$ cat config.mk
export PLATFORM = sky130hd
export DESIGN_NAME = modbus_rtu_frame_receiver
export DESIGN_NICKNAME = d
export VERILOG_FILES = /design/src/hw/rtl/mrtu_pkg.sv /design/src/hw/rtl/mrtu_decoder.sv /design/src/hw/rtl/modbus_rtu_frame_receiver.sv
export SDC_FILE = /design/constraint.sdc
export NUM_CORES = 1
export LEC_CHECK = 0
export ABC_AREA = 1
export BUFFER_PORTS_ARGS = -buffer_cell sky130_fd_sc_hd__buf_2
export CORE_ASPECT_RATIO = 0.9
export CORE_MARGIN = 2
export CORE_UTILIZATION = 55
export CTS_CLUSTER_DIAMETER = 30
export DETAILED_ROUTE_END_ITERATION = 8
export GPL_ROUTABILITY_DRIVEN = 0
export HOLD_SLACK_MARGIN = 0.06
export PLACE_DENSITY_LB_ADDON = 0.15
export SYNTH_ARGS = -nofsm -noshare
export SYNTH_HDL_FRONTEND = slang
export SYNTH_SLANG_ARGS = --single-unit
$ cat constraint.sdc
create_clock -name clk -period 2.53 [get_ports clk]
set_clock_uncertainty 0.1 [all_clocks]
set_input_delay 0.3795 -clock clk [delete_from_list [all_inputs] [get_ports clk]]
set_output_delay 0.3795 -clock clk [all_outputs]
set_load 0.01 [all_outputs]
$ cat src/hw/rtl/mrtu_pkg.sv
// Shared types, constants and the CRC-16 byte update for the Modbus RTU frame receiver.
package mrtu_pkg;

	localparam int unsigned BYTE_W   = 8;
	localparam int unsigned CRC_W    = 16;
	localparam int unsigned STATUS_W = 2;
	localparam int unsigned USER_W   = 1 + STATUS_W;

	localparam logic [CRC_W-1:0] CRC_POLY = 16'hA001;
	localparam logic [CRC_W-1:0] CRC_INIT = 16'hFFFF;

	localparam logic [BYTE_W-1:0] SLAVE_ADDR_RST = 8'd1;

	localparam logic [STATUS_W-1:0] STATUS_NONE    = 2'd0;
	localparam logic [STATUS_W-1:0] STATUS_OK      = 2'd1;
	localparam logic [STATUS_W-1:0] STATUS_CRC_ERR = 2'd2;

	typedef enum logic [5:0] {
		PH_HUNT   = 6'b000001,
		PH_FUNC   = 6'b000010,
		PH_COUNT  = 6'b000100,
		PH_DATA   = 6'b001000,
		PH_CRC_LO = 6'b010000,
		PH_CRC_HI = 6'b100000
	} phase_t;

	typedef struct packed {
		logic [BYTE_W-1:0]   out_byte;
		logic                in_frame;
		logic                frame_end;
		logic [STATUS_W-1:0] frame_status;
	} result_t;

	// reflected CRC-16, one byte, bit-serial steps unrolled
	function automatic logic [CRC_W-1:0] crc_add_byte(input logic [CRC_W-1:0] c,
		input logic [BYTE_W-1:0] b);
		logic [CRC_W-1:0] v;
		v = c ^ {{(CRC_W-BYTE_W){1'b0}}, b};
		for (int k = 0; k < BYTE_W; k++) begin
			if (v[0]) begin
				v = (v >> 1) ^ CRC_POLY;
			end else begin
				v = v >> 1;
			end
		end
		return v;
	endfunction

endpackage

$ cat src/hw/rtl/mrtu_decoder.sv
// Frame phase tracking, running CRC and result decode, one byte per step.
module mrtu_decoder (
	input  logic                           clk,
	input  logic                           arst_n,
	input  logic                           step,
	input  logic [mrtu_pkg::BYTE_W-1:0]    byte_in,
	input  logic [mrtu_pkg::BYTE_W-1:0]    slave_address,
	output mrtu_pkg::result_t              res
);

	mrtu_pkg::phase_t                  phase_q, phase_d;
	logic [mrtu_pkg::CRC_W-1:0]        crc_q, crc_d;
	logic [mrtu_pkg::BYTE_W-1:0]       left_q, left_d;
	logic [mrtu_pkg::BYTE_W-1:0]       crc_lo_q, crc_lo_d;
	logic [mrtu_pkg::BYTE_W-1:0]       left_dec;
	logic [mrtu_pkg::CRC_W-1:0]        crc_upd;
	logic [mrtu_pkg::CRC_W-1:0]        crc_got;

	assign left_dec = left_q - 8'd1;
	assign crc_got  = {byte_in, crc_lo_q};
	// hunt restarts from the initial value
	assign crc_upd  = mrtu_pkg::crc_add_byte(
		(phase_q == mrtu_pkg::PH_FUNC || phase_q == mrtu_pkg::PH_COUNT ||
		 phase_q == mrtu_pkg::PH_DATA) ? crc_q : mrtu_pkg::CRC_INIT, byte_in);

	always_comb begin
		phase_d              = phase_q;
		crc_d                = crc_q;
		left_d               = left_q;
		crc_lo_d             = crc_lo_q;
		res.out_byte         = byte_in;
		res.in_frame         = 1'b1;
		res.frame_end        = 1'b0;
		res.frame_status     = mrtu_pkg::STATUS_NONE;
		case (phase_q)
			mrtu_pkg::PH_FUNC: begin
				crc_d   = crc_upd;
				phase_d = mrtu_pkg::PH_COUNT;
			end
			mrtu_pkg::PH_COUNT: begin
				crc_d   = crc_upd;
				left_d  = byte_in;
				phase_d = (byte_in == '0) ? mrtu_pkg::PH_CRC_LO : mrtu_pkg::PH_DATA;
			end
			mrtu_pkg::PH_DATA: begin
				crc_d  = crc_upd;
				left_d = left_dec;
				if (left_dec == '0) begin
					phase_d = mrtu_pkg::PH_CRC_LO;
				end
			end
			mrtu_pkg::PH_CRC_LO: begin
				crc_lo_d = byte_in;
				phase_d  = mrtu_pkg::PH_CRC_HI;
			end
			mrtu_pkg::PH_CRC_HI: begin
				res.frame_end    = 1'b1;
				res.frame_status = (crc_got == crc_q) ? mrtu_pkg::STATUS_OK
					: mrtu_pkg::STATUS_CRC_ERR;
				crc_d   = mrtu_pkg::CRC_INIT;
				left_d  = '0;
				phase_d = mrtu_pkg::PH_HUNT;
			end
			default: begin
				if (byte_in == slave_address) begin
					crc_d   = crc_upd;
					phase_d = mrtu_pkg::PH_FUNC;
				end else begin
					res.in_frame = 1'b0;
					phase_d      = mrtu_pkg::PH_HUNT;
				end
			end
		endcase
	end

	always_ff @(posedge clk or negedge arst_n) begin
		if (!arst_n) begin
			phase_q  <= mrtu_pkg::PH_HUNT;
			crc_q    <= mrtu_pkg::CRC_INIT;
			left_q   <= '0;
			crc_lo_q <= '0;
		end else if (step) begin
			phase_q  <= phase_d;
			crc_q    <= crc_d;
			left_q   <= left_d;
			crc_lo_q <= crc_lo_d;
		end
	end

endmodule

$ cat src/hw/rtl/modbus_rtu_frame_receiver.sv
// Top level of the Modbus RTU frame receiver: input register, decoder, output register.
//
// Bytes from the serial line arrive on the s_axis channel, one transfer per byte
// (tdata = received byte). Every byte gives exactly one transfer on m_axis:
// tdata echoes the byte, tlast marks the second CRC byte of a frame, and tuser
// carries in_frame (bit 0) and frame_status (bits 2:1: 0 none, 1 ok, 2 CRC error).
// The receiver hunts for a byte equal to slave_address, then takes function,
// count N, N data bytes and the CRC (low byte first), checking a CRC-16 over all
// but the CRC bytes.
// slave_address is written through cfg_we/cfg_wdata; a write applies from the next
// hunt and should only be made with the block idle.
// Output valid rises once a byte has passed the input register and then the result
// register; throughput is one byte per cycle while m_axis accepts, set by the
// combinational unrolled CRC byte update.
// Reset clears both stages, returns to hunting and sets slave_address to 1.
// When the m_axis side stalls, the full result register holds and s_axis_tready
// drops once the input register is also full; no byte is lost or repeated.
module modbus_rtu_frame_receiver (
	input  logic                          clk,
	input  logic                          arst_n,
	input  logic                          s_axis_tvalid,
	output logic                          s_axis_tready,
	input  logic [mrtu_pkg::BYTE_W-1:0]   s_axis_tdata,   // [7:0] rx_byte
	output logic                          m_axis_tvalid,
	input  logic                          m_axis_tready,
	output logic [mrtu_pkg::BYTE_W-1:0]   m_axis_tdata,   // [7:0] out_byte
	output logic                          m_axis_tlast,   // frame_end
	output logic [mrtu_pkg::USER_W-1:0]   m_axis_tuser,   // [0] in_frame, [2:1] frame_status
	input  logic                          cfg_we,
	input  logic [mrtu_pkg::BYTE_W-1:0]   cfg_wdata
);

	logic [mrtu_pkg::BYTE_W-1:0] slave_addr_q;
	logic                        valid_s1;
	logic [mrtu_pkg::BYTE_W-1:0] byte_s1;
	logic                        valid_s2;
	mrtu_pkg::result_t           res_s2;
	mrtu_pkg::result_t           res_comb;
	logic                        advance;

	assign advance       = !valid_s2 || m_axis_tready;
	assign s_axis_tready = !valid_s1 || advance;

	always_ff @(posedge clk or negedge arst_n) begin
		if (!arst_n) begin
			slave_addr_q <= mrtu_pkg::SLAVE_ADDR_RST;
		end else if (cfg_we) begin
			slave_addr_q <= cfg_wdata;
		end
	end

	always_ff @(posedge clk or negedge arst_n) begin
		if (!arst_n) begin
			valid_s1 <= 1'b0;
			valid_s2 <= 1'b0;
		end else begin
			if (s_axis_tready) begin
				valid_s1 <= s_axis_tvalid;
			end
			if (advance) begin
				valid_s2 <= valid_s1;
			end
		end
	end

	always_ff @(posedge clk) begin
		if (s_axis_tready && s_axis_tvalid) begin
			byte_s1 <= s_axis_tdata;
		end
		if (advance && valid_s1) begin
			res_s2 <= res_comb;
		end
	end

	mrtu_decoder u_decoder (
		.clk           (clk),
		.arst_n        (arst_n),
		.step          (valid_s1 && advance),
		.byte_in       (byte_s1),
		.slave_address (slave_addr_q),
		.res           (res_comb)
	);

	assign m_axis_tvalid = valid_s2;
	assign m_axis_tdata  = res_s2.out_byte;
	assign m_axis_tlast  = res_s2.frame_end;
	assign m_axis_tuser  = {res_s2.frame_status, res_s2.in_frame};

	a_end_in_frame: assert property (@(posedge clk) disable iff (!arst_n)
		m_axis_tvalid && m_axis_tlast |-> m_axis_tuser[0])
		else $error("frame end outside a frame");

	a_status_on_end: assert property (@(posedge clk) disable iff (!arst_n)
		m_axis_tvalid |-> (m_axis_tlast == (m_axis_tuser[2:1] != mrtu_pkg::STATUS_NONE)))
		else $error("frame status without frame end");

	a_status_code: assert property (@(posedge clk) disable iff (!arst_n)
		m_axis_tvalid |-> (m_axis_tuser[2:1] == mrtu_pkg::STATUS_NONE ||
			m_axis_tuser[2:1] == mrtu_pkg::STATUS_OK ||
			m_axis_tuser[2:1] == mrtu_pkg::STATUS_CRC_ERR))
		else $error("unused frame status code");

	a_stall_cause: assert property (@(posedge clk) disable iff (!arst_n)
		!s_axis_tready |-> (valid_s1 && m_axis_tvalid && !m_axis_tready))
		else $error("input stalled without output back-pressure");

endmodule

==> impl_metrics.toml <==
[yosys]
ys.flop_type = "dfrtp_1"
synth.distinct_cells = 40
ys_async_sr_fraction = 0.706
synth-seq-cells = 68
synth-edff-count = 20
yosysSeqAreaShare = 0.492
yosys-top-cells-area = "dfrtp_1 (20%), edfxtp_1 (16%), dfstp_2 (13%)"
avgSynthCellArea_um2 = 8.98
syn_area_um2 = 3710
synth_nets = 436
yosysTopAreaCell = "dfrtp_1"
yosys_warnings = 0
netlist.area_leader.share = 0.202
netlist_instances = 413

[critical_path]
crit_buf_inv = 2
worstPathMaxFanout = 5
max_stage_delay_ns = 0.42
path_delay_family = "simple AND/OR/NAND/NOR gates"
crit_type = "flip-flop to flip-flop"
cp-start-kind = "flip-flop"
cp.arrival_ns = 2.54
crit_chain = "nor2_4, nand3_4, nand3_4, nand2_4, xor2_2, nand2_2, nand2_2, inv_1, nand2_4, nand3_2, nand2_2, nand2_2, nand3_1, nand3_1, nand2_1, inv_1"
crit_path_frequent_cell = "nand2_2"
cp.required_ns = 2.72
worst_setup_path_end_kind = "flip-flop"
cp_slowest_cell = "dfrtp_1"

[drt]
ant_nets = 0
detail_route.wirelength_um = 8510
drc_errors = 0
drtPass1Iterations = 4
first_iter_violations = 191
vias = 3021
vias_per_cell = 5.35
wl_per_cell_um = 15.1

[cells_and_area]
fillers = 548
fin_nets = 493
seqCellArea_um2 = 1820
multi_input_area_um2 = 1680
layout-drive-gt1-share = 0.280
syn2layout_area_growth_pct = 16.5
insertedDiodeCount = 0

[timing]
maxSlewHeadroom = 0.394
slew_violations = 0
setup-tns-final_ns = 0
fin_crit_sh = 0.928
max_freq_mhz = 426
hold_viol = 0
worstMarginPinSlew_ns = 0.909
setup_violations = 0
period_needed_ns = 2.35
rsz0062_at_grt = "no"

[die]
ios = 35
num_rows = 28
dieWidth_um = 90.6
initial_core_util = 0.566
die_area_um2 = 7420
die_y_um = 81.9
coreArea_um2 = 6550

[global_route]
grt_max_degree = 41
gr-usage-all-layers = 0.244
gr-usage-met2 = 0.384
grt_pass1_wl_um = 13800
overflow = 0
antenna_found_initial = 0
gr-usage-met1 = 0.318
busiest_layer = "met2"
grt_pass1_vias = 2888
grt_use_met3 = 0.0743

[cts]
clock_latency_ns = 0.35
cts_root_buffer = "clkbuf_8"
ctsLongestPathBuffers = 2
cts_tree = "done"
clock_sinks = 68
clk_pin_slew_worst_paths_ns = 0.08
cts_buffers = 9
cts_max_level = 3
holdBufCountCts = 0

[pwr]
power.density_nw_per_um2 = 692
irDropWorstVdd_v = 0.000382
p_leak_nw = 2.06
power.total_w = 0.00299

[hold_path]
hold_class = "primary input to async pin"

[placed_design]
dp_hpwl_um = 5920
port_buffers = 34

[run]
cap_violations = 0

[status]
status = "finished, final reports clean"
cells by family after synthesis:
group	after synthesis	share of synthesized area
simple gates	191	0.263
flops	68	0.492
buf+inv	64	0.0718
compound gates	60	0.0887
xor+xnor	24	0.0658
mux	4	0.0121
fa+ha+maj	2	0.00674
synth_stat cells, types with 7 or more instances:
library cell,number
o22ai_1,10
dfrtp_1,30
nand4_1,9
nand2_4,8
dfstp_2,18
a21oi_1,7
xnor2_1,8
xor2_1,13
inv_1,54
nand2_2,12
nand3_1,25
edfxtp_1,20
nand2_1,86
nor2_1,25
o21ai_0,36
worst register-to-register path, cell delays in order, from the launching register on:
cell     delay, ns
dfrtp_1       0.42
nor2_4        0.24
nand3_4       0.17
nand3_4       0.19
nand2_4       0.09
xor2_2        0.19
nand2_2       0.09
nand2_2       0.13
inv_1         0.09
nand2_4       0.09
nand3_2       0.11
nand2_2       0.10
nand2_2       0.06
nand3_1       0.07
nand3_1       0.07
nand2_1       0.07
inv_1         0.04
layout by cell type (no fill, tap or decap), types with 2 or more instances in the layout:
| cell type | instances |
|---|---|
| dfrtp_1 | 30 |
| inv_1 | 54 |
| nand4_1 | 9 |
| nor2_2 | 2 |
| nand2_1 | 86 |
| nand2_4 | 8 |
| clkbuf_8 | 10 |
| nor3b_1 | 2 |
| nor3_1 | 6 |
| buf_2 | 34 |
| nand2_2 | 12 |
| dfstp_2 | 18 |
| mux2_2 | 4 |
| ha_1 | 2 |
| nor2_1 | 24 |
| clkinv_2 | 2 |
| xnor2_1 | 8 |
| o21ai_0 | 36 |
| nor2_4 | 2 |
| xor2_1 | 12 |
| nand3_1 | 24 |
| nor4_1 | 2 |
| nand3_2 | 3 |
| or2_2 | 6 |
| edfxtp_1 | 20 |
| o22ai_1 | 10 |
| nand3_4 | 6 |
| buf_4 | 17 |
| xor2_2 | 3 |
| inv_2 | 2 |
| a21oi_1 | 7 |
routing by layer:
metal  vias up  share of wire
met5         -              0
met4         0          0.023
met3        13          0.064
met2       100           0.46
met1      1433           0.46
li1       1475              -
sequential cells by signal, summed over array words and instances, names as in the netlist:
signal and count:
m_axis_tuser 3, slave_addr_q 8, valid_s1 1, u_decoder.phase_q 6, byte_s1 8, m_axis_tdata 8
m_axis_tvalid 1, u_decoder.left_q 8, m_axis_tlast 1, u_decoder.crc_lo_q 8, u_decoder.crc_q 16
where the power goes:
group          switching [W]  internal, W  leakage, nW
clock network       0.000411     0.000476       0.0967
logic               0.000358     0.000239         1.21
registers           0.000129      0.00138        0.762
total               0.000898      0.00209         2.06
stage by stage:
stage               setup WS, ns  hold slack (ns)   util  area [um2]  cells
floorplan                  0.407          -0.0161      -        3710    413
global placement           0.188            0.372  0.619        4050    545
detailed placement        0.0900            0.375  0.619        4050    545
CTS                       0.0801           0.0855  0.648        4250    561
global route           0.0000182           0.0844  0.659        4320    565
finish                     0.182           0.0665  0.659        4320    565
repair_timing:
action / in CTS / in global routing
endpoints found under the setup margin: 0 / 7
setup buffers: 0 / 2
gates resized for setup: 0 / 7
path summary, 6_finish.rpt:
| kind | start | endpoint | slack (ns) | cells past startpoint |
|---|---|---|---|---|
| worst max-delay path | u_decoder.phase_q[4] | u_decoder.crc_q[13] | 0.18 | 16 |
| worst min-delay path | arst_n | slave_addr_q[5] | 0.07 | 1 |
| worst max register to register | u_decoder.phase_q[4] | u_decoder.crc_q[13] | 0.18 | 16 |
| worst min register to register | valid_s1 | m_axis_tvalid | 0.39 | 2 |
| max in group asynchronous | arst_n | u_decoder.crc_q[10] | 1.53 | 2 |
| min in group clk | s_axis_tdata[4] | byte_s1[4] | 0.11 | 1 |
layout make-up:
| class | instances | area share |
|---|---|---|
| clock inverter | 5 | 0.0119 |
| sequential | 68 | 0.422 |
| clock buffer | 11 | 0.0327 |
| tap | 90 | 0.0261 |
| timing repair buffer | 51 | 0.0689 |
| multi-input combinational | 283 | 0.388 |
| inverter | 57 | 0.0501 |
Note: power is estimated with default switching activity, not from simulation.
